### src/design/sfx_pkg.sv
// Shared constants, register codes and walk command/response types for the segment crossfade.
package sfx_pkg;

    localparam int DIGITS    = 4;
    localparam int SEG_COUNT = DIGITS * 8;
    localparam int SEG_AW    = $clog2(SEG_COUNT);
    localparam int WORD_W    = 32;
    localparam int DUTY_W    = 8;
    localparam int CFG_AW    = 2;

    localparam logic [CFG_AW-1:0] REG_PWM_PERIOD  = 2'd0;
    localparam logic [CFG_AW-1:0] REG_STEP_NORMAL = 2'd1;
    localparam logic [CFG_AW-1:0] REG_STEP_EDIT   = 2'd2;

    localparam logic [DUTY_W-1:0] RST_PWM_PERIOD  = 8'd32;
    localparam logic [DUTY_W-1:0] RST_STEP_NORMAL = 8'd8;
    localparam logic [DUTY_W-1:0] RST_STEP_EDIT   = 8'd2;

    localparam logic [SEG_AW-1:0] SEG_LAST = SEG_AW'(SEG_COUNT - 1);

    typedef struct packed {
        logic [DUTY_W-1:0] phase;
        logic [DUTY_W-1:0] period;
        logic              step;
        logic [WORD_W-1:0] target;
    } t_walk_cmd;

    typedef struct packed {
        logic              done;
        logic              moved;
        logic [WORD_W-1:0] pwm_word;
        logic [WORD_W-1:0] final_word;
    } t_walk_rsp;

endpackage

### src/design/sfx_duty_store.sv
// Duty level memory: one write port, one registered read port, per-entry valid bits.
module sfx_duty_store (
    input  logic                      i_clk,
    input  logic                      i_rst_n,
    input  logic                      i_rd_en,
    input  logic [sfx_pkg::SEG_AW-1:0] i_rd_addr,
    output logic [sfx_pkg::DUTY_W-1:0] o_rd_data,
    input  logic                      i_wr_en,
    input  logic [sfx_pkg::SEG_AW-1:0] i_wr_addr,
    input  logic [sfx_pkg::DUTY_W-1:0] i_wr_data
);
    import sfx_pkg::*;

    logic [DUTY_W-1:0]    r_mem [SEG_COUNT];
    logic [SEG_COUNT-1:0] r_vld;
    logic [DUTY_W-1:0]    r_rd_data;
    logic                 r_rd_vld;

    always_ff @(posedge i_clk) begin
        if (i_wr_en) begin
            r_mem[i_wr_addr] <= i_wr_data;
        end
        if (i_rd_en) begin
            r_rd_data <= r_mem[i_rd_addr];
        end
    end

    always_ff @(posedge i_clk) begin
        if (!i_rst_n) begin
            r_vld    <= '0;
            r_rd_vld <= 1'b0;
        end else begin
            if (i_wr_en) begin
                r_vld[i_wr_addr] <= 1'b1;
            end
            if (i_rd_en) begin
                r_rd_vld <= r_vld[i_rd_addr];
            end
        end
    end

    // never-written entries read back as zero
    assign o_rd_data = r_rd_vld ? r_rd_data : '0;

endmodule

### src/design/sfx_seg_walk.sv
// Walk engine: reads each duty, builds PWM and final words, steps and writes back duties.
module sfx_seg_walk (
    input  logic               i_clk,
    input  logic               i_rst_n,
    input  logic               i_go,
    input  sfx_pkg::t_walk_cmd i_cmd,
    output sfx_pkg::t_walk_rsp o_rsp
);
    import sfx_pkg::*;

    logic              r_busy;
    logic [SEG_AW-1:0] r_rd_idx;
    logic              r_proc;
    logic [SEG_AW-1:0] r_proc_idx;
    logic              r_done;
    logic              r_moved;
    logic [WORD_W-1:0] r_pwm_word;
    logic [WORD_W-1:0] r_fin_word;

    logic [DUTY_W-1:0] w_duty;
    logic [WORD_W-1:0] w_mask;
    logic              w_on;
    logic [DUTY_W-1:0] w_goal;
    logic [DUTY_W-1:0] w_new_duty;
    logic              w_move;
    logic              w_wr_en;
    logic [DUTY_W-1:0] w_level;

    sfx_duty_store u_store (
        .i_clk     (i_clk),
        .i_rst_n   (i_rst_n),
        .i_rd_en   (r_busy),
        .i_rd_addr (r_rd_idx),
        .o_rd_data (w_duty),
        .i_wr_en   (w_wr_en),
        .i_wr_addr (r_proc_idx),
        .i_wr_data (w_new_duty)
    );

    // segments past the word width have no target bit and stay off
    assign w_mask = WORD_W'(1) << r_proc_idx;
    assign w_on   = |(i_cmd.target & w_mask);
    assign w_goal = w_on ? i_cmd.period : '0;

    always_comb begin
        w_move     = 1'b0;
        w_new_duty = w_duty;
        if (w_duty < w_goal) begin
            w_move     = 1'b1;
            w_new_duty = w_duty + 1'b1;
        end else if (w_duty > w_goal) begin
            w_move     = 1'b1;
            w_new_duty = w_duty - 1'b1;
        end
    end

    assign w_wr_en = r_proc && i_cmd.step && w_move;
    assign w_level = i_cmd.step ? w_new_duty : w_duty;

    always_ff @(posedge i_clk) begin
        if (!i_rst_n) begin
            r_busy   <= 1'b0;
            r_rd_idx <= '0;
            r_proc   <= 1'b0;
            r_done   <= 1'b0;
        end else begin
            r_proc <= r_busy;
            r_done <= r_proc && (r_proc_idx == SEG_LAST);
            if (i_go) begin
                r_busy   <= 1'b1;
                r_rd_idx <= '0;
            end else if (r_busy) begin
                if (r_rd_idx == SEG_LAST) begin
                    r_busy <= 1'b0;
                end else begin
                    r_rd_idx <= r_rd_idx + 1'b1;
                end
            end
        end
    end

    always_ff @(posedge i_clk) begin
        r_proc_idx <= r_rd_idx;
        if (i_go) begin
            r_moved    <= 1'b0;
            r_pwm_word <= '0;
            r_fin_word <= '0;
        end else if (r_proc) begin
            r_moved <= r_moved | w_move;
            if (i_cmd.phase < w_duty) begin
                r_pwm_word <= r_pwm_word | w_mask;
            end
            if (w_level >= i_cmd.period) begin
                r_fin_word <= r_fin_word | w_mask;
            end
        end
    end

    assign o_rsp.done       = r_done;
    assign o_rsp.moved      = r_moved;
    assign o_rsp.pwm_word   = r_pwm_word;
    assign o_rsp.final_word = r_fin_word;

endmodule

### src/design/segment_pwm_crossfade.sv
// Top level of the segment PWM crossfade: config registers, fade control and result register.
//
// Input channel (i_in_valid / o_in_ready) carries one word per command: action 1
// loads the target mask and arms a fade, action 0 is a timer tick. Starts and
// ticks while no fade is active are absorbed and give no result.
// An active tick walks all SEG_COUNT duty entries through the duty memory, one
// entry per cycle, reading each and, when the step counter runs out, stepping
// it toward its goal and writing it back.
// The tick gives the PWM word; when it ends the fade a second word with the exact
// final on/off pattern follows (o_final_write high), and only that one has o_last.
// Output channel (o_out_valid / i_out_ready) is one result register; a stalled
// receiver holds the word and the next word waits behind it. Input is taken only
// while no tick is being walked or unloaded: an active tick holds the input
// through its walk and the unloading of its words, plus any receiver stall.
// Configuration writes (i_cfg_we, i_cfg_index, i_cfg_data) take effect at once
// and belong in idle periods; unknown indexes are dropped.
// Reset (synchronous, active low) restores register defaults, zeroes all duties,
// the target and phase, loads the normal step period and leaves the fade idle.
module segment_pwm_crossfade (
    input  logic                       i_clk,
    input  logic                       i_rst_n,
    input  logic                       i_cfg_we,
    input  logic [sfx_pkg::CFG_AW-1:0] i_cfg_index,
    input  logic [sfx_pkg::DUTY_W-1:0] i_cfg_data,
    input  logic                       i_in_valid,
    output logic                       o_in_ready,
    input  logic                       i_action,
    input  logic [sfx_pkg::WORD_W-1:0] i_target_bits,
    input  logic                       i_edit_mode,
    output logic                       o_out_valid,
    input  logic                       i_out_ready,
    output logic [sfx_pkg::WORD_W-1:0] o_segment_bits,
    output logic                       o_final_write,
    output logic                       o_last,
    output logic                       o_fade_active
);
    import sfx_pkg::*;

    localparam logic [1:0] S_IDLE = 2'd0;
    localparam logic [1:0] S_WALK = 2'd1;
    localparam logic [1:0] S_OUT0 = 2'd2;
    localparam logic [1:0] S_OUT1 = 2'd3;

    logic [1:0]        r_state;
    logic [DUTY_W-1:0] r_pwm_period;
    logic [DUTY_W-1:0] r_step_normal;
    logic [DUTY_W-1:0] r_step_edit;
    logic [WORD_W-1:0] r_target;
    logic [DUTY_W-1:0] r_phase;
    logic [DUTY_W-1:0] r_step_cnt;
    logic              r_active;
    logic              r_do_step;
    logic              r_go;
    logic              r_finished;
    logic [WORD_W-1:0] r_res_pwm;
    logic [WORD_W-1:0] r_res_fin;

    logic [DUTY_W-1:0] n_phase;
    logic [DUTY_W-1:0] n_step_cnt;
    logic [DUTY_W-1:0] w_phase_inc;
    logic [DUTY_W-1:0] w_step_dec;
    logic [DUTY_W-1:0] w_reload;
    logic              w_in_acc;
    logic              w_out_free;
    logic              w_out_load;
    t_walk_cmd         w_cmd;
    t_walk_rsp         w_rsp;

    assign o_in_ready = (r_state == S_IDLE);
    assign w_in_acc   = i_in_valid && o_in_ready;
    assign w_out_free = !o_out_valid || i_out_ready;
    assign w_out_load = ((r_state == S_OUT0) || (r_state == S_OUT1)) && w_out_free;

    assign w_reload    = i_edit_mode ? r_step_edit : r_step_normal;
    assign w_phase_inc = r_phase + 1'b1;
    assign n_phase     = (w_phase_inc >= r_pwm_period) ? '0 : w_phase_inc;
    assign w_step_dec  = r_step_cnt - 1'b1;
    assign n_step_cnt  = (w_step_dec == '0) ? w_reload : w_step_dec;

    assign w_cmd.phase  = r_phase;
    assign w_cmd.period = r_pwm_period;
    assign w_cmd.step   = r_do_step;
    assign w_cmd.target = r_target;

    sfx_seg_walk u_walk (
        .i_clk   (i_clk),
        .i_rst_n (i_rst_n),
        .i_go    (r_go),
        .i_cmd   (w_cmd),
        .o_rsp   (w_rsp)
    );

    always_ff @(posedge i_clk) begin
        if (!i_rst_n) begin
            r_pwm_period  <= RST_PWM_PERIOD;
            r_step_normal <= RST_STEP_NORMAL;
            r_step_edit   <= RST_STEP_EDIT;
        end else if (i_cfg_we) begin
            case (i_cfg_index)
                REG_PWM_PERIOD:  r_pwm_period  <= i_cfg_data;
                REG_STEP_NORMAL: r_step_normal <= i_cfg_data;
                REG_STEP_EDIT:   r_step_edit   <= i_cfg_data;
                default: ;
            endcase
        end
    end

    always_ff @(posedge i_clk) begin
        if (!i_rst_n) begin
            r_state     <= S_IDLE;
            r_target    <= '0;
            r_phase     <= '0;
            r_step_cnt  <= RST_STEP_NORMAL;
            r_active    <= 1'b0;
            r_do_step   <= 1'b0;
            r_go        <= 1'b0;
            r_finished  <= 1'b0;
            o_out_valid <= 1'b0;
        end else begin
            // launch a walk for every active tick
            r_go <= w_in_acc && !i_action && r_active;
            if (w_out_load) begin
                o_out_valid <= 1'b1;
            end else if (o_out_valid && i_out_ready) begin
                o_out_valid <= 1'b0;
            end
            case (r_state)
                S_IDLE: begin
                    if (w_in_acc) begin
                        if (i_action) begin
                            r_target   <= i_target_bits;
                            r_step_cnt <= w_reload;
                            r_active   <= 1'b1;
                        end else if (r_active) begin
                            r_phase    <= n_phase;
                            r_step_cnt <= n_step_cnt;
                            r_do_step  <= (w_step_dec == '0);
                            r_state    <= S_WALK;
                        end
                    end
                end
                S_WALK: begin
                    if (w_rsp.done) begin
                        r_finished <= r_do_step && !w_rsp.moved;
                        if (r_do_step && !w_rsp.moved) begin
                            r_active <= 1'b0;
                        end
                        r_state <= S_OUT0;
                    end
                end
                S_OUT0: begin
                    if (w_out_free) begin
                        r_state <= r_finished ? S_OUT1 : S_IDLE;
                    end
                end
                S_OUT1: begin
                    if (w_out_free) begin
                        r_state <= S_IDLE;
                    end
                end
                default: r_state <= S_IDLE;
            endcase
        end
    end

    // hold the walk words until both results are unloaded
    always_ff @(posedge i_clk) begin
        if (r_state == S_WALK && w_rsp.done) begin
            r_res_pwm <= w_rsp.pwm_word;
            r_res_fin <= w_rsp.final_word;
        end
        if (r_state == S_OUT0 && w_out_free) begin
            o_segment_bits <= r_res_pwm;
            o_final_write  <= 1'b0;
            o_last         <= !r_finished;
            o_fade_active  <= !r_finished;
        end else if (r_state == S_OUT1 && w_out_free) begin
            o_segment_bits <= r_res_fin;
            o_final_write  <= 1'b1;
            o_last         <= 1'b1;
            o_fade_active  <= 1'b0;
        end
    end

    a_done_in_walk: assert property (@(posedge i_clk) disable iff (!i_rst_n)
        w_rsp.done |-> (r_state == S_WALK))
        else $error("walk finished outside of a tick walk");

    a_tick_walks: assert property (@(posedge i_clk) disable iff (!i_rst_n)
        (w_in_acc && !i_action && r_active) |=> (r_state == S_WALK && r_go))
        else $error("active tick did not launch a walk");

    a_final_last: assert property (@(posedge i_clk) disable iff (!i_rst_n)
        (o_out_valid && o_final_write) |-> (o_last && !o_fade_active))
        else $error("final word without last or with fade still active");

    // only the PWM word of a tick that ends the fade comes without last
    a_mid_active: assert property (@(posedge i_clk) disable iff (!i_rst_n)
        (o_out_valid && !o_last) |-> (!o_fade_active && !o_final_write))
        else $error("non-last word with fade still active or marked final");

endmodule
### config.mk
export PLATFORM = sky130hd
export DESIGN_NAME = segment_pwm_crossfade
export DESIGN_NICKNAME = d
export VERILOG_FILES = /design/src/design/sfx_pkg.sv /design/src/design/sfx_duty_store.sv /design/src/design/sfx_seg_walk.sv /design/src/design/segment_pwm_crossfade.sv
export SDC_FILE = /design/constraint.sdc
export NUM_CORES = 1
export LEC_CHECK = 0
export ABC_AREA = 1
export BUFFER_PORTS_ARGS = -buffer_cell sky130_fd_sc_hd__clkbuf_2
export CAP_MARGIN = 20
export CELL_PAD_IN_SITES_DETAIL_PLACEMENT = 1
export CELL_PAD_IN_SITES_GLOBAL_PLACEMENT = 1
export CORE_MARGIN = 1.5
export CORE_UTILIZATION = 46
export CTS_CLUSTER_DIAMETER = 150
export DETAILED_ROUTE_END_ITERATION = 12
export GPL_ROUTABILITY_DRIVEN = 0
export PLACE_DENSITY_LB_ADDON = 0.3
export SYNTH_ARGS = -nofsm -noshare
export SYNTH_HDL_FRONTEND = slang
export SYNTH_HIERARCHICAL = 1
export SYNTH_SLANG_ARGS = --single-unit
### constraint.sdc
create_clock -name i_clk -period 5.7 [get_ports i_clk]
set_input_delay 1.14 -clock i_clk [delete_from_list [all_inputs] [get_ports i_clk]]
set_output_delay 1.14 -clock i_clk [all_outputs]
set_load 0.005 [all_outputs]
==> flow_summary.toml <==
[global_route]
antenna_found_initial = 2
grt_overflow = 0
grt_max_degree = 85
grt_pass1_vias = 18500
grt_pass1_wl_mm = 103
grt_usage_pct = 24.9

[detailed_routing]
initialDrtViolationCount = 1213
dr.pass1.iters = 5
route.vias.total = 18000
drc_errors = 0
vias_per_cell = 5.55
wl_mm = 65.9
wl_per_cell_um = 20.4
antenna_left = 0

[worst_setup_path]
worstSetupPathType = "reg2reg"
cp-end-kind = "flip-flop"
worst_path_largest_cell_delay_ns = 0.45
cp.required_ns = 6.27
arrival_ns = 5.53
crit_family = "simple AND/OR/NAND/NOR gates"
startpoint_type = "flip-flop"
critPathMostFrequentCell = "nand2_1"
cp_slowest_cell = "dfxtp_1"
cp.buffers_inverters = 2
critPathMaxFanout = 32

[power]
vdd_drop_max_mv = 0.266
pwr-share-comb_pct = 12.8
pwr-share-clk_pct = 37.2
swShare_pct = 26.9
p_seq_share_pct = 49.9
p_switching_w = 0.00277
powerDensity_nw_per_um2 = 389
finalPower_w = 0.0103
p_leak_nw = 10.3
intPower_w = 0.00753

[clock_tree]
cts.clk_slew.worst_paths_ns = 0.07
clockBufferDepth = 3
root_buffer = "clkbuf_16"
cts_hold_buf = 0
postCtsResizedCells = 0
post_cts_buffers = 0
cts_buffers = 58
clock_latency_ns = 0.64
cts.sinks = 553
cts.htree.levels = 2
cts_tree = "done"

[floorplanning]
initial_core_util_pct = 46.8
core_region_area_um2 = 50300
die_w_um = 229
num_rows = 82
boundaryPins = 86
die_height_um = 229
fp.dieArea_um2 = 52500

[logic_synthesis]
synth_edf_count = 362
synth-seq-area-share_pct = 62.4
synth_area_leaders = "edfxtp_1, dfxtp_1, nand2_1"
yosysMostFrequentCell = "nand2_1"
yosysUniqueCellTypes = 40
yosys.area.top_type_share_pct = 46.2
syn_nets = 2542
synth.top_cells.by_count = "nand2_1, edfxtp_1, nor2_1, a21oi_1, nand3_1"
ys_async_sr_fraction_pct = 0
syn_area_um2 = 23500
synthCells = 2455
synthFlopType = "edfxtp_1"
ys_ff_latch = 553
synth.avg_cell_area_um2 = 9.59
yosysWarnings = 6
yosysTopAreaCell = "edfxtp_1"

[layout]
utilization_pct = 52.6
stdcell_count = 3233
syn_to_final_growth_pct = 12.5
drive_gt1_share_pct = 10.1
nets = 2597

[sta]
fin_skew_ns = 0.0347
tightest_slew_ns = 1.00
setup_viol = 0
max_freq_ghz = 0.202
period_needed_ns = 4.96
slew_violations = 0
rsz0062_at_grt = "no"
whs_ns = 0.427
setup_tns_ns = 0
relSlewSlack_pct = 33.0
timing.final.hold_violations = 0
post-route-period-util_pct = 86.9

[min_path]
hp-class = "reg2reg"

[place]
portBuffers = 85
place_inst = 3118
dp_hpwl_mm = 42.1

[status]
status = "complete, no violations"

[job]
cap_violations = 0
-- final cells by class --
cell class | instances | area (um2)
diodes | 1 | 2.50
clock buffers | 83 | 1670
clock inverters | 27 | 274
fillers | 5679 | 23800
inverters | 202 | 761
multi-input cells | 1573 | 7430
flip-flops and latches | 553 | 14700
well taps | 672 | 841
repair buffers | 122 | 783
-- per-stage QoR --
stage          instance area [um2]  worst slack, ns
4_1_cts                      26400            0.790
2_1_floorplan                23500             1.74
3_3_place_gp                 24400             1.01
5_1_grt                      26500            0.270
6_report                     26500            0.744
3_5_place_dp                 24400            0.821
-- routing by layer --
layer | track usage (%) | wire length (um) | up-vias
met5 | 0 | 13 | -
met4 | 8.43 | 1770 | 2
met3 | 3.60 | 3280 | 121
met2 | 41.7 | 32000 | 461
met1 | 33.2 | 28800 | 8969
li1 | - | - | 8404
-- worst reg2reg max path, stage by stage, from the launching register on --
cell      delay [ns]
dfxtp_1         0.45
inv_1           0.26
nand3_1         0.21
nor2_1          0.10
nand2_1         0.10
nand2_1         0.06
nor2_1          0.09
nand2_1         0.06
nor2_1          0.22
nand2_2         0.18
nand2_1         0.11
ha_1            0.25
a21oi_1         0.17
o21a_1          0.30
nand2_1         0.31
nand2_1         0.20
nand3_1         0.10
nand3_1         0.12
nand2_1         0.11
ha_1            0.31
nand2_1         0.06
o21bai_1        0.14
nand2_1         0.07
nand2_1         0.05
nand2_1         0.07
buf_4           0.35
nand3_1         0.28
a21oi_1         0.18
-- sequential cells by signal, summed over array words and instances (netlist names), 2 cells and up --
signal	flops
u_walk/r_pwm_word	32
r_step_normal	8
r_pwm_period	8
u_walk/u_store/r_mem	256
r_res_fin	32
u_walk/r_fin_word	32
u_walk/u_store/r_rd_data	8
r_state	2
r_target	32
u_walk/r_proc_idx	5
u_walk/u_store/r_vld	32
u_walk/r_rd_idx	5
r_phase	8
r_res_pwm	32
r_step_cnt	8
r_step_edit	8
o_segment_bits	32
-- kinds of logic after synthesis --
family          Yosys count  share of synthesized area, %
compound gates          351                          8.06
xor+xnor                  7                         0.261
fa+ha+maj                38                          2.02
buf+inv                 329                          6.00
flops                   553                          62.4
mux                       2                        0.0851
simple gates           1175                          21.1
-- cell usage in the layout (no fill, tap or decap), drive strengths merged, types with 57 or more instances in the layout --
cell / count
inv: 200
nand3: 194
a21oi: 204
nor2: 295
nand4: 57
nand2: 587
edfxtp: 362
dfxtp: 191
clkbuf: 168
o21ai: 99
-- power groups by stage --
stage               registers, W  logic (W)  clock network (W)
floorplan                0.00513   0.000816                  0
global placement         0.00520    0.00117                  0
detailed placement       0.00522    0.00126                  0
CTS                      0.00514    0.00127            0.00390
global route             0.00517    0.00146            0.00403
finish                   0.00514    0.00132            0.00383
-- path summary, 6_finish.rpt --
path	start	end	slack [ns]	depth (start not counted)
max	u_walk/r_proc_idx[3]$_DFF_P_	u_walk/r_fin_word[12]$_SDFFE_PP0P_	0.74	27
min	u_walk/r_fin_word[6]$_SDFFE_PP0P_	r_res_fin[6]$_DFFE_PP_	0.43	0
max reg2reg	u_walk/r_proc_idx[3]$_DFF_P_	u_walk/r_fin_word[12]$_SDFFE_PP0P_	0.74	27
min reg2reg	u_walk/r_fin_word[6]$_SDFFE_PP0P_	r_res_fin[6]$_DFFE_PP_	0.43	0
Power figures use the tool's default switching activity.
